<file path="config.mk">
export PLATFORM = sky130hd
export DESIGN_NAME = i2da_front_flat
export DESIGN_NICKNAME = d
export VERILOG_FILES = /design/src/rtl/core/i2da_pkg.sv /design/src/rtl/core/i2da_if.sv /design/src/rtl/core/i2da_front.sv /design/src/flat_wrapper.sv
export SDC_FILE = /design/constraint.sdc
export NUM_CORES = 1
export LEC_CHECK = 0
export ABC_AREA = 1
export BUFFER_PORTS_ARGS = -buffer_cell sky130_fd_sc_hd__buf_2
export CAP_MARGIN = 10
export CORE_MARGIN = 5
export CORE_UTILIZATION = 40
export DETAILED_ROUTE_END_ITERATION = 6
export PLACE_DENSITY = 0.77
export SKIP_CTS_REPAIR_TIMING = 1
export SYNTH_ARGS = -nofsm -noshare
export SYNTH_HDL_FRONTEND = slang
export SYNTH_SLANG_ARGS = --single-unit
</file>
<file path="constraint.sdc">
create_clock -name clk_i -period 7.7 [get_ports clk_i]
set_clock_uncertainty 0.2 [all_clocks]
set_input_delay 0.385 -clock clk_i [delete_from_list [all_inputs] [get_ports clk_i]]
set_output_delay 0.385 -clock clk_i [all_outputs]
set_load 0.02 [all_outputs]
</file>
<file path="src/rtl/core/i2da_pkg.sv">
// ----------------------------------------------------------------------------
// i2da_pkg
// Shared types and constants of the integer to decimal text converter.
// ----------------------------------------------------------------------------
package i2da_pkg;

  // ASCII codes of the characters that the converter emits.
  localparam logic [7:0] CharZero  = 8'h30;
  localparam logic [7:0] CharNine  = 8'h39;
  localparam logic [7:0] CharMinus = 8'h2D;

  // A 32-bit magnitude has at most ten decimal digits.
  localparam int unsigned MaxDigits = 10;
  localparam int unsigned DigIdxW   = $clog2(MaxDigits);

  // Reciprocal of ten: floor(x * RecipTen / 2^RecipShift) == x / 10 for any 32-bit x.
  localparam logic [31:0] RecipTen   = 32'hCCCC_CCCD;
  localparam int unsigned RecipShift = 35;

  // A classified item: sign and unsigned magnitude.
  typedef struct packed {
    logic        neg;
    logic [31:0] mag;
  } cls_t;

endpackage

</file>
<file path="src/rtl/core/i2da_if.sv">
// ----------------------------------------------------------------------------
// i2da_if
// Valid/ready channels of the converter: the value input and the text output.
// ----------------------------------------------------------------------------
interface i2da_in_if;
  logic               valid;
  logic               ready;
  logic signed [31:0] value;

  modport source (output valid, output value, input ready);
  modport sink   (input valid, input value, output ready);
endinterface


</file>
<file path="src/rtl/core/i2da_front.sv">
// ----------------------------------------------------------------------------
// i2da_front
// Accepts value items, splits each into sign and magnitude, and holds the
// result in a register until the queue takes it.
// ----------------------------------------------------------------------------
module i2da_front import i2da_pkg::*; (
  input  logic            clk_i,
  input  logic            rst_ni,
  i2da_in_if.sink         in_i,
  output cls_t            cls_o,
  output logic            cls_valid_o,
  input  logic            cls_ready_i
);

  logic valid_q, valid_d;
  cls_t cls_q, cls_d;
  logic accept;

  // The holding register frees up as soon as its item moves on.
  assign in_i.ready = !valid_q || cls_ready_i;
  assign accept     = in_i.valid && in_i.ready;

  // Magnitude in unsigned arithmetic, so the most negative value maps to 2^31.
  always_comb begin
    cls_d.neg = in_i.value[31];
    cls_d.mag = in_i.value[31] ? (32'd0 - unsigned'(in_i.value)) : unsigned'(in_i.value);
    valid_d   = accept ? 1'b1 : (cls_ready_i ? 1'b0 : valid_q);
  end

  always_ff @(posedge clk_i or negedge rst_ni) begin
    if (!rst_ni) begin
      valid_q <= 1'b0;
    end else begin
      valid_q <= valid_d;
    end
  end

  always_ff @(posedge clk_i) begin
    if (accept) begin
      cls_q <= cls_d;
    end
  end

  assign cls_o       = cls_q;
  assign cls_valid_o = valid_q;

endmodule

</file>
<file path="src/flat_wrapper.sv">
// flat-port wrapper written by rule: the top's interface ports become plain ports
module i2da_front_flat import i2da_pkg::*;
  (clk_i, rst_ni, cls_o, cls_valid_o, cls_ready_i, in_i_valid, in_i_value, in_i_ready);
  i2da_in_if in_i_i ();
  input  logic clk_i;
  input  logic rst_ni;
  output cls_t cls_o;
  output logic cls_valid_o;
  input  logic cls_ready_i;
  input wire logic [$bits(in_i_i.valid)-1:0] in_i_valid;
  input wire logic [$bits(in_i_i.value)-1:0] in_i_value;
  output wire logic [$bits(in_i_i.ready)-1:0] in_i_ready;
  assign in_i_i.valid = in_i_valid;
  assign in_i_i.value = in_i_value;
  assign in_i_ready = in_i_i.ready;
  i2da_front u_core (.clk_i(clk_i), .rst_ni(rst_ni), .in_i(in_i_i), .cls_o(cls_o), .cls_valid_o(cls_valid_o), .cls_ready_i(cls_ready_i));
endmodule
</file>
==> results.md <==
* Sink Count at 34
* Relative slew slack at 33.3%
* Grt met3 use at around 3.1%
* Buffers & Inverters on Critical Path at 0
* CP Cell Sequence: a21oi_4
* Final Hold Slack at about 0.085 ns
* CP max-delay cell: a21oi_4
* Status: completed
* Die Area at roughly 6700 um^2
* Die width at about 80 um
* Num CTS Buffers at 5
* CP delay by family, top: compound AO/OA/AOI/OAI gates
* Critical path class: flop to flop
* First-pass GRT wire length at 8090 um
* DRC viols at 0
* Tmin final at approximately 1.8 ns
* CTS max path bufs at 2
* Fillers at ~510
* Initial core utilization at 41.0%
* Crit path required time at between 7 and 8 ns
* Area Overhead vs Synth at 26.5%
* Post-synthesis sequential area ratio at between 40 and 50%
* Grt met1 use at around a fifth
* Clock Latency Late Sink at 0.29 ns
* Synthesized instance count at roughly 260
* Crit path largest cell delay at roughly 0.8 ns
* Post-DP HPWL at 3930 um
* Quantity of I/O buffers inserted on ports at 70
* Final Hold Vio Count at 0
* Final WL at about 5000 um
* Final setup vio count at 0
* Total global-route track usage at between 15 and 20%
* Gr ovfl total at 0
* Rows at 26
* Worst-margin pin slew at about 1 ns
* Root Buffer: clkbuf_8
* Final ANT Viol Nets at 0
* Net count after synthesis at 295
* Final nets at between 300 and 400
* Via count at 1902
* PD cells at roughly 180 nW/um^2
* Yosys warns at 0
* Leak Pwr at about 1.2 nW
* Sum Neg Setup Slack at 0 ns
* Via density at approximately 4.7
* Crit path launch type: flop
* Area of the multi-input gates at between 900 and 1000 um^2
* Core area at 5070 um^2
* # IOs at 71
* Vias in the first global route at approximately 1800
* First-pass DRT Iterations at 5
* RSZ-0062 raised after global routing: no
* Largest net degree at the start of global routing at 34
* Drt initial violations at roughly 120
* Synthesized cell area at 2080 um^2
* CTS HTree Levels at 2
* Chip height at between 80 and 90 um
* Finished Layout Cells at between 400 and 500
* Sequential Area at just over 1000 um^2
* Max_cap viols at 0
* WP data arrival at around 1.5 ns
* Worst-path maximum fanout at 33
* Clock transition at path regs at around 0.070 ns
* Worst VDD drop at ~0.063 mV
* Slew Limit Fails at 0
* Total Power at 476 uW
* Yosys reg bits at 34
* Tightest Hold Check Type: primary input to flop
* Gr busiest metal: met2
* # diodes at 0
* Peak Freq at 0.555 GHz
* Routability Congestion at 0.937
* CTS tree: yes
* CP endpoint kind: flop
* Mean routed wirelength per cell at between 10 and 15 um
* Final Cycle Share at between 20% and 30%
* Share of layout cells above drive strength 1 at ~28%
* Placed Instances at just under 400
* Synthesized area per cell at a little over 8 um^2
* Yosys cell types at 22
* Initial antenna violation count at 0
* Met2 usage at 26.3%
## kinds of logic after synthesis
kind of cell    count (synthesis)  share of synthesized area, %
xor+xnor                       14                          5.90
fa+ha+maj                       2                          1.20
compound gates                 15                          3.97
simple gates                  167                          35.3
buf+inv                        25                          4.81
flops                          34                          48.9
## cells in the final DEF (no fill, tap or decap)
cell            n
nor2_4          5
nor2_2          5
nor2_8          1
o21ai_1         7
bufinv_16       1
a21oi_1         2
inv_2           2
o21ai_2         2
clkbuf_8        5
nand3_1        16
xor2_1          4
edfxtp_1       33
nor2_1         40
nand3b_1        3
ha_1            2
buf_2          70
xnor2_1        10
o21ai_0         3
nand2_1        93
dfrtp_1         1
clkinv_2        2
dlygate4sd3_1   1
nor3_1          1
nand4_1         3
a21oi_4         1
inv_1          20
## where the power goes
part,internal [mW],leakage [nW],switching [mW]
Sequential,0.220,0.326,0.00278
Combinational,0.0315,0.789,0.0619
Clock,0.0951,0.0579,0.0655
Total,0.346,1.17,0.130
## final cells by class
class | instances | share of cell area [%]
timing repair buffer | 71 | 13.7
clock buffer | 5 | 2.62
tap | 70 | 3.33
sequential | 34 | 38.6
clock inverter | 3 | 1.52
multi-input combinational | 198 | 37.1
inverter | 22 | 3.14
## stage by stage
step | setup slack, ns | instance area, um^2 | utilization, %
floorplan | 4.92 | 2080 | -
global placement | 5.73 | 2510 | 49.5
detailed placement | 5.69 | 2510 | 49.5
CTS | 5.84 | 2620 | 51.6
global route | 5.74 | 2630 | 51.8
finish | 5.90 | 2630 | 51.8
## state kept, by name, summed over array words and instances, names as in the netlist
| register | count |
|---|---|
| u_core.cls_valid_o | 1 |
| u_core.cls_o | 33 |
## per-layer routing
layer	routed length (um)	part of all wire, %
met4	161	3.2
met5	0	0
met3	435	8.7
met2	2380	48
met1	2030	41
## worst paths after layout
path | end | slack, ns | depth (start not counted) | start
max in group asynchronous | u_core.cls_valid_o | 7.02 | 2 | rst_ni
setup / recovery | u_core.cls_o[16] | 5.90 | 1 | u_core.cls_valid_o
min in group asynchronous | u_core.cls_valid_o | 0.20 | 2 | rst_ni
hold reg to reg | u_core.cls_valid_o | 0.39 | 2 | u_core.cls_valid_o
hold / removal | u_core.cls_o[0] | 0.08 | 1 | in_i_value[0]
setup reg to reg | u_core.cls_o[16] | 5.90 | 1 | u_core.cls_valid_o
## synth_stat cells
master    instances  area share [%]
nor2_4            5             2.7
inv_2             2            0.36
xor2_1            4             1.7
nand3_1          16             3.9
nor2_2            5             1.5
buf_2             2            0.48
inv_1            20             3.6
o21ai_0           3            0.72
buf_4             1            0.36
edfxtp_1         33              48
nand3b_1          3             1.1
nor2_1           40             7.2
nor2_8            1            0.96
ha_1              2             1.2
nand4_1           3            0.90
xnor2_1          10             4.2
dfrtp_1           1             1.2
nor3_1            1            0.24
a21oi_1           3            0.72
nand2_1          93              17
o21ai_2           2            0.84
o21ai_1           7             1.7
Power figures use the tool's default switching activity.
