### config.mk
export PLATFORM = sky130hd
export DESIGN_NAME = i2da_fifo
export DESIGN_NICKNAME = d
export VERILOG_FILES = /design/src/rtl/core/i2da_pkg.sv /design/src/rtl/core/i2da_fifo.sv
export SDC_FILE = /design/constraint.sdc
export NUM_CORES = 1
export LEC_CHECK = 0
export ABC_CLOCK_PERIOD_IN_PS = 3200
export BUFFER_PORTS_ARGS = -buffer_cell sky130_fd_sc_hd__buf_2
export CORE_MARGIN = 5
export CORE_UTILIZATION = 45
export CTS_CLUSTER_DIAMETER = 50
export DETAILED_ROUTE_END_ITERATION = 16
export GPL_TIMING_DRIVEN = 0
export PLACE_DENSITY_LB_ADDON = 0.2
export SLEW_MARGIN = 20
export SYNTH_ARGS = -nofsm -noshare
export SYNTH_HDL_FRONTEND = slang
export SYNTH_SLANG_ARGS = --single-unit
### constraint.sdc
create_clock -name clk_i -period 3.2 [get_ports clk_i]
set_clock_uncertainty 0.1 [all_clocks]
set_input_delay 0 -clock clk_i [delete_from_list [all_inputs] [get_ports clk_i]]
set_output_delay 0 -clock clk_i [all_outputs]
set_load 0.01 [all_outputs]
### src/rtl/core/i2da_pkg.sv
// ----------------------------------------------------------------------------
// i2da_pkg
// Shared types and constants of the integer to decimal text converter.
// ----------------------------------------------------------------------------
package i2da_pkg;

  // ASCII codes of the characters that the converter emits.
  localparam logic [7:0] CharZero  = 8'h30;
  localparam logic [7:0] CharNine  = 8'h39;
  localparam logic [7:0] CharMinus = 8'h2D;

  // A 32-bit magnitude has at most ten decimal digits.
  localparam int unsigned MaxDigits = 10;
  localparam int unsigned DigIdxW   = $clog2(MaxDigits);

  // Reciprocal of ten: floor(x * RecipTen / 2^RecipShift) == x / 10 for any 32-bit x.
  localparam logic [31:0] RecipTen   = 32'hCCCC_CCCD;
  localparam int unsigned RecipShift = 35;

  // A classified item: sign and unsigned magnitude.
  typedef struct packed {
    logic        neg;
    logic [31:0] mag;
  } cls_t;

endpackage

### src/rtl/core/i2da_fifo.sv
// ----------------------------------------------------------------------------
// i2da_fifo
// Short queue of classified items between the front and the back.
// ----------------------------------------------------------------------------
module i2da_fifo import i2da_pkg::*; #(
  parameter int unsigned Depth = 2
) (
  input  logic clk_i,
  input  logic rst_ni,
  input  cls_t push_data_i,
  input  logic push_valid_i,
  output logic push_ready_o,
  output cls_t pop_data_o,
  output logic pop_valid_o,
  input  logic pop_ready_i
);

  localparam int unsigned PtrW = (Depth > 1) ? $clog2(Depth) : 1;
  localparam int unsigned CntW = $clog2(Depth + 1);

  cls_t            mem_q [Depth];
  logic [PtrW-1:0] wr_ptr_q, wr_ptr_d;
  logic [PtrW-1:0] rd_ptr_q, rd_ptr_d;
  logic [CntW-1:0] cnt_q, cnt_d;
  logic            push, pop;

  assign push_ready_o = (cnt_q != CntW'(Depth));
  assign pop_valid_o  = (cnt_q != '0);
  assign push         = push_valid_i && push_ready_o;
  assign pop          = pop_ready_i && pop_valid_o;
  assign pop_data_o   = mem_q[rd_ptr_q];

  // Pointer wrap and fill count.
  always_comb begin
    wr_ptr_d = wr_ptr_q;
    rd_ptr_d = rd_ptr_q;
    cnt_d    = cnt_q;
    if (push) begin
      wr_ptr_d = (wr_ptr_q == PtrW'(Depth - 1)) ? '0 : wr_ptr_q + 1'b1;
    end
    if (pop) begin
      rd_ptr_d = (rd_ptr_q == PtrW'(Depth - 1)) ? '0 : rd_ptr_q + 1'b1;
    end
    if (push && !pop) begin
      cnt_d = cnt_q + 1'b1;
    end else if (pop && !push) begin
      cnt_d = cnt_q - 1'b1;
    end
  end

  always_ff @(posedge clk_i or negedge rst_ni) begin
    if (!rst_ni) begin
      wr_ptr_q <= '0;
      rd_ptr_q <= '0;
      cnt_q    <= '0;
    end else begin
      wr_ptr_q <= wr_ptr_d;
      rd_ptr_q <= rd_ptr_d;
      cnt_q    <= cnt_d;
    end
  end

  // Storage needs no reset.
  always_ff @(posedge clk_i) begin
    if (push) begin
      mem_q[wr_ptr_q] <= push_data_i;
    end
  end

endmodule

==> flow_summary.toml, run 1 <==
[global_routing]
grt_use_met3_pct = 3.857
antenna_found_initial = 0
grtUsageMet1_pct = 14.92
grt_max_degree = 21
grt_pass1_vias = 1653
grt_util_all_layers_pct = 13.67
use_met2_pct = 24.25
grt_overflow = 0
busiest_layer = "met2"
grt_pass1_wl_um = 7686

[timing]
fmax_ghz = 0.5595
tightest_slew_ps = 492.2
max-slew-margin-rel_pct = 67.11
slew_viol_final = 0
period_share_pct = 55.86
timing.hold.ws_ps = 295.8
setup_slack_ps = 1413
min_period_ps = 1787
setup_violations = 0
rsz0062_at_grt = "no"
hold_viol = 0

[power]
p_sw_share_pct = 28.98
p_switching_w = 0.0008874
internal_power_w = 0.002175
leakage_nw = 1.530
vdd_drop_max_uv = 526.5
seqPwrFrac_pct = 43.3
powerDensity_mw_per_mm2 = 815.3
power_frac_clock_pct = 18.1
pwr-share-comb_pct = 38.6
p_total_w = 0.003063

[routing]
wl_um = 4762
num_vias = 1467
first_pass_iters = 4
avgRoutedWirePerCell_um = 14.88
vias_per_cell = 4.584
drtIter0Drc = 63
drc = 0
ant_nets = 0

[cts]
clk_path_buf_depth = 2
cts_buffers = 9
postCtsResizedCells = 0
cts_sinks = 70
postCtsSetupBuffers = 0
cts-root-buf = "clkbuf_8"
clkLatencyLatePin_ps = 320
cts_tree = "done"
cts.clk_slew.worst_paths_ps = 70
cts_htree_levels = 3
holdBufCountCts = 37

[worst_setup_path]
worst_path_max_delay_cell = "nor2_4"
max_stage_delay_ps = 420
crit_path_start_kind = "flop"
crit_family = "simple AND/OR/NAND/NOR gates"
worstSetupEndpointType = "flop"
path_buf_inv = 1
worstPathMaxFanout = 20
crit_required_ps = 3130
cp_cell_sequence = "nand2b_1, nand2_1, nor2_4, buf_16"
worstRegToRegCells = 4
path_class = "flop to flop"
arrival_ps = 1710
cp.depth = 4

[cells_and_area]
final_area_mm2 = 0.003756
area_growth_pct = 37.71
instances_no_fill = 320
nNetsFinal = 280
drive_gt1_share_pct = 50.20
diodes = 0

[hold_path]
min_path_type = "primary input to flop"
hold_depth = 2

[placement]
place_hpwl_um = 3172
place_area_mm2 = 0.003241
port_buffers = 71
gp_congestion = 0.6991
dpl_worst_slack_ps = 1405
dp_cells = 269

[floorplanning]
dieArea_mm2 = 0.007719
initial_core_util_pct = 46.07
die_y_um = 87.86
ioPinCount = 72
row_count = 28
die_x_um = 87.86
core_area_mm2 = 0.005921

[synth]
ys_types = 15
ys_seq_elements = 70
synth-seq-area-share_pct = 76.33
synth_fp_nets = 159
synthesis.area_mm2 = 0.002728
syn_area_per_cell_um2 = 22.54
synth_cells = 121
ys_warn_count = 0

[flow_run]
cap_violations = 0

[status]
status = "finished clean"
[Yosys cell counts]
| master | instances | area [um2] |
|---|---|---|
| buf_12 | 3 | 60.06 |
| and3_1 | 1 | 6.260 |
| buf_6 | 1 | 11.26 |
| edfxtp_1 | 66 | 1982 |
| xnor2_1 | 3 | 26.28 |
| xor2_1 | 2 | 17.52 |
| nand2b_1 | 1 | 6.260 |
| mux2_4 | 29 | 435.4 |
| nor2_1 | 2 | 7.510 |
| or2_1 | 1 | 6.260 |
| nand2_1 | 2 | 7.510 |
| inv_1 | 1 | 3.750 |
| ha_1 | 1 | 12.51 |
| mux2_2 | 4 | 45.04 |
| dfrtp_1 | 4 | 100.1 |
[registers in the layout, indices dropped and copies added (netlist names)]
register,cells
mem_q,66
cnt_q,2
wr_ptr_q,1
rd_ptr_q,1
[path summary, 6_finish.rpt]
kind                            startpoint            to  slack (ps)
max in group asynchronous           rst_ni      rd_ptr_q        2360
min reg2reg                       cnt_q[1]      cnt_q[1]         410
min in group asynchronous           rst_ni      cnt_q[1]         470
max reg2reg                       cnt_q[0]  mem_q[0][30]        1410
min                        push_data_i[16]  mem_q[0][16]         300
max                               cnt_q[0]  mem_q[0][30]        1410
[metrics by stage]
stage / util, % / setup TNS [ps]
floorplan: - / 0
global placement: 53.66 / -1659
detailed placement: 54.73 / 0
CTS: 63.44 / 0
global route: 63.44 / 0
finish: 63.44 / 0
[routing by layer]
| layer | wire [um] | up-vias |
|---|---|---|
| met1 | 1865 | 715 |
| met2 | 2563 | 43 |
| li1 | - | 703 |
| met5 | 0 | - |
| met4 | 72 | 0 |
| met3 | 261 | 6 |
[power groups by stage]
stage                     clock [W]  sequential (W)  combinational, W
after floorplan                   0         0.00133          0.000791
after global placement            0         0.00134           0.00109
after detailed placement          0         0.00134           0.00117
after CTS                  0.000565         0.00133           0.00121
after global routing       0.000616         0.00135           0.00127
final                      0.000555         0.00133           0.00118
[layout by cell type, fill, tap and decap left out, drive strengths merged]
cell / Yosys / routed
buf: 4 / 77
edfxtp: 66 / 66
dlygate4sd3: 0 / 37
mux2: 33 / 33
clkbuf: 0 / 11
dfrtp: 4 / 4
xnor2: 3 / 3
clkinv: 0 / 3
nand2: 2 / 2
xor2: 2 / 2
nor2: 2 / 2
nand2b: 1 / 1
inv: 1 / 1
or2: 1 / 1
and3: 1 / 1
ha: 1 / 1
[area by class of cell]
class,count,area (um2)
Sequential cell,70,2082
Buffer,4,71.32
Multi-Input combinational cell,46,579.3
Inverter,1,3.754
Clock inverter,3,13.76
Clock buffer,11,131.4
Timing Repair Buffer,110,780.7
Tap cell,75,93.84
Fill cell,440,2165
[cells by family (layout without fill, tap and decap cells)]
family                   Yosys count  after routing  share of synthesized area, %
flip-flops                        70             70                         76.33
adder cells (fa/ha/maj)            1              1                        0.4586
multiplexers                      33             33                         17.61
AND/OR/NAND/NOR                    7              7                         1.239
XOR/XNOR                           5              5                         1.606
buffers and inverters              5            129                         2.752
No activity file was read; power rests on OpenSTA's default activity.
==> inputs of run 2 (changes only) <==
--- a/config.mk
+++ b/config.mk
@@ -5,7 +5,7 @@
 export SDC_FILE = /design/constraint.sdc
 export NUM_CORES = 1
 export LEC_CHECK = 0
-export ABC_CLOCK_PERIOD_IN_PS = 3200
+export ABC_CLOCK_PERIOD_IN_PS = 1800
 export BUFFER_PORTS_ARGS = -buffer_cell sky130_fd_sc_hd__buf_2
 export CORE_MARGIN = 5
 export CORE_UTILIZATION = 45
==> constraint.sdc (replaced) <==
create_clock -name clk_i -period 1.8 [get_ports clk_i]
set_clock_uncertainty 0.1 [all_clocks]
set_input_delay 0 -clock clk_i [delete_from_list [all_inputs] [get_ports clk_i]]
set_output_delay 0 -clock clk_i [all_outputs]
set_load 0.01 [all_outputs]
==> run 2 against run 1 <==
Highest routed layer unchanged. Critical path type unchanged. Fmax increased by 5.4%. Clock power increased by 130%. Sequential cell count unchanged. Total power up 87%.
==> flow_summary.toml, run 2 (same netlist as run 1, synthesis figures left out) <==
[floorplanning]
row_count = 28
core_area_mm2 = 0.005921
die_x_um = 87.86
dieArea_mm2 = 0.007719
initial_core_util_pct = 46.07
die_y_um = 87.86
ioPinCount = 72

[routing]
top_layer = "met4"
met1Wirelength_um = 1858
drtIter0Drc = 27
wl_met2_um = 2652
drc = 0
wl_um = 4891
num_vias = 1478
first_pass_iters = 3
ant_nets = 0
avgRoutedWirePerCell_um = 15.24
wl_met3_um = 284
vias_per_cell = 4.604

[timing]
period_share_pct = 94.22
slew_viol_final = 0
min_period_ps = 1696
tns_ps = 0
fmax_ghz = 0.5897
hold_viol = 0
rsz0062_at_grt = "no"
tightest_slew_ps = 544.2
setup_slack_ps = 104.1
max-slew-margin-rel_pct = 63.63
setup_violations = 0

[worst_setup_path]
worst_path_max_delay_cell = "dfrtp_1"
r2r_start = "cnt_q[0]"
r2r_end = "cnt_q[1]"
worstPathMaxFanout = 4
crit_path_start_kind = "flop"
worstSetupEndpointType = "flop"
path_class = "flop to flop"
worstRegToRegCells = 6
arrival_ps = 1840
max_stage_delay_ps = 420
crit_required_ps = 1940
reg2reg_slack_ps = 100
cp_cell_sequence = "nand2b_2, nand2_4, inv_1, ha_1, nor2_1, xor2_1"

[cells_and_area]
nNetsFinal = 279
diodes = 0
final_area_mm2 = 0.003786
final_common_cell = "buf_2"
top_regs = "mem_q: 66 flops, cnt_q: 2 flops"
fillers = 436
multi_input_area_um2 = 604.3
drive_gt1_share_pct = 51.22
top_register = "mem_q"
area_growth_pct = 38.81
final_cell_mix = "71 x buf_2, 66 x edfxtp_1, 37 x dlygate4sd3_1"
seq_area_mm2 = 0.002082
largest_register_ffs = 66

[global_routing]
grt_overflow = 0
grt_pass1_wl_um = 7638
grt_pass1_vias = 1640
grt_max_degree = 34
grt_util_all_layers_pct = 13.60
antenna_found_initial = 0

[placement]
place_hpwl_um = 3053
dpl_worst_slack_ps = -190.8
place_area_mm2 = 0.003186
port_buffers = 71
gp_congestion = 0.7166

[hold_path]
worstHoldStart = "push_data_i[3]"
holdPathEnd = "mem_q[1][3]"
min_path_type = "primary input to flop"
hold_depth = 2

[cts]
cts_buffers = 9
cts_sinks = 70
clkLatencyLatePin_ps = 330
cts_htree_levels = 3
cts-root-buf = "clkbuf_8"
postCtsSetupBuffers = 0
clk_path_buf_depth = 2
cts_tree = "done"
cts.clk_slew.worst_paths_ps = 70

[flow_run]
cap_violations = 0

[power]
powerDensity_mw_per_mm2 = 1511
leakage_nw = 1.540
vdd_drop_max_uv = 897.5

[status]
status = "finished clean"
run 2: repair_timing:
| action | in CTS | in global routing |
|---|---|---|
| gates resized for setup | 1 | 4 |
| hold endpoints to repair | 71 | 1 |
| gates cloned | 1 | 0 |
| hold buffers | 36 | 1 |
| endpoints found under the setup margin | 66 | 67 |
run 2: area by class of cell:
type | count | area share (%)
Timing Repair Buffer | 108 | 19.17
Inverter | 1 | 0.09914
Clock buffer | 11 | 3.470
Tap cell | 75 | 2.479
Multi-Input combinational cell | 47 | 15.96
Buffer | 4 | 1.884
Sequential cell | 70 | 54.99
Clock inverter | 5 | 1.950
run 2: worst max-delay path, delay by kind of cell, from the launching register on:
| kind | cells | cell delay (ps) |
|---|---|---|
| buffers and inverters | 1 | 60 |
| AND/OR/NAND/NOR | 3 | 520 |
| adder cells (fa/ha/maj) | 1 | 320 |
| flip-flops | 1 | 420 |
| XOR/XNOR | 1 | 190 |
run 2: how the worst max path moves through the flow:
stage	endpoint	start	slack, ps
after floorplan	mem_q[0][0]	cnt_q[0]	70
after global placement	mem_q[0][0]	cnt_q[0]	-100
after detailed placement	mem_q[0][19]	cnt_q[0]	-190
after CTS	cnt_q[1]	cnt_q[0]	-20
after global routing	cnt_q[1]	cnt_q[0]	20
final	cnt_q[1]	cnt_q[0]	100
run 2: through the flow:
stage,hold WS [ps],cells,total power [W],utilization [%]
floorplan,-395.6,121,0.003773,-
global placement,-296.3,267,0.004308,53.80
detailed placement,-287.1,267,0.004384,53.80
CTS,50.75,320,0.005794,63.55
global route,270.0,321,0.006026,63.95
finish,285.2,321,0.005720,63.95
run 2: report_power, final:
| part | switching [W] | internal (W) |
|---|---|---|
| Clock | 0.000532 | 0.000772 |
| Combinational | 0.000949 | 0.00110 |
| Sequential | 0.000134 | 0.00224 |
run 2: metal layers:
layer | GRT usage (%) | up-vias
li1 | - | 707
met1 | 14.76 | 717
met2 | 24.04 | 44
met3 | 3.293 | 10
met4 | 7.950 | 0
met5 | 0 | -
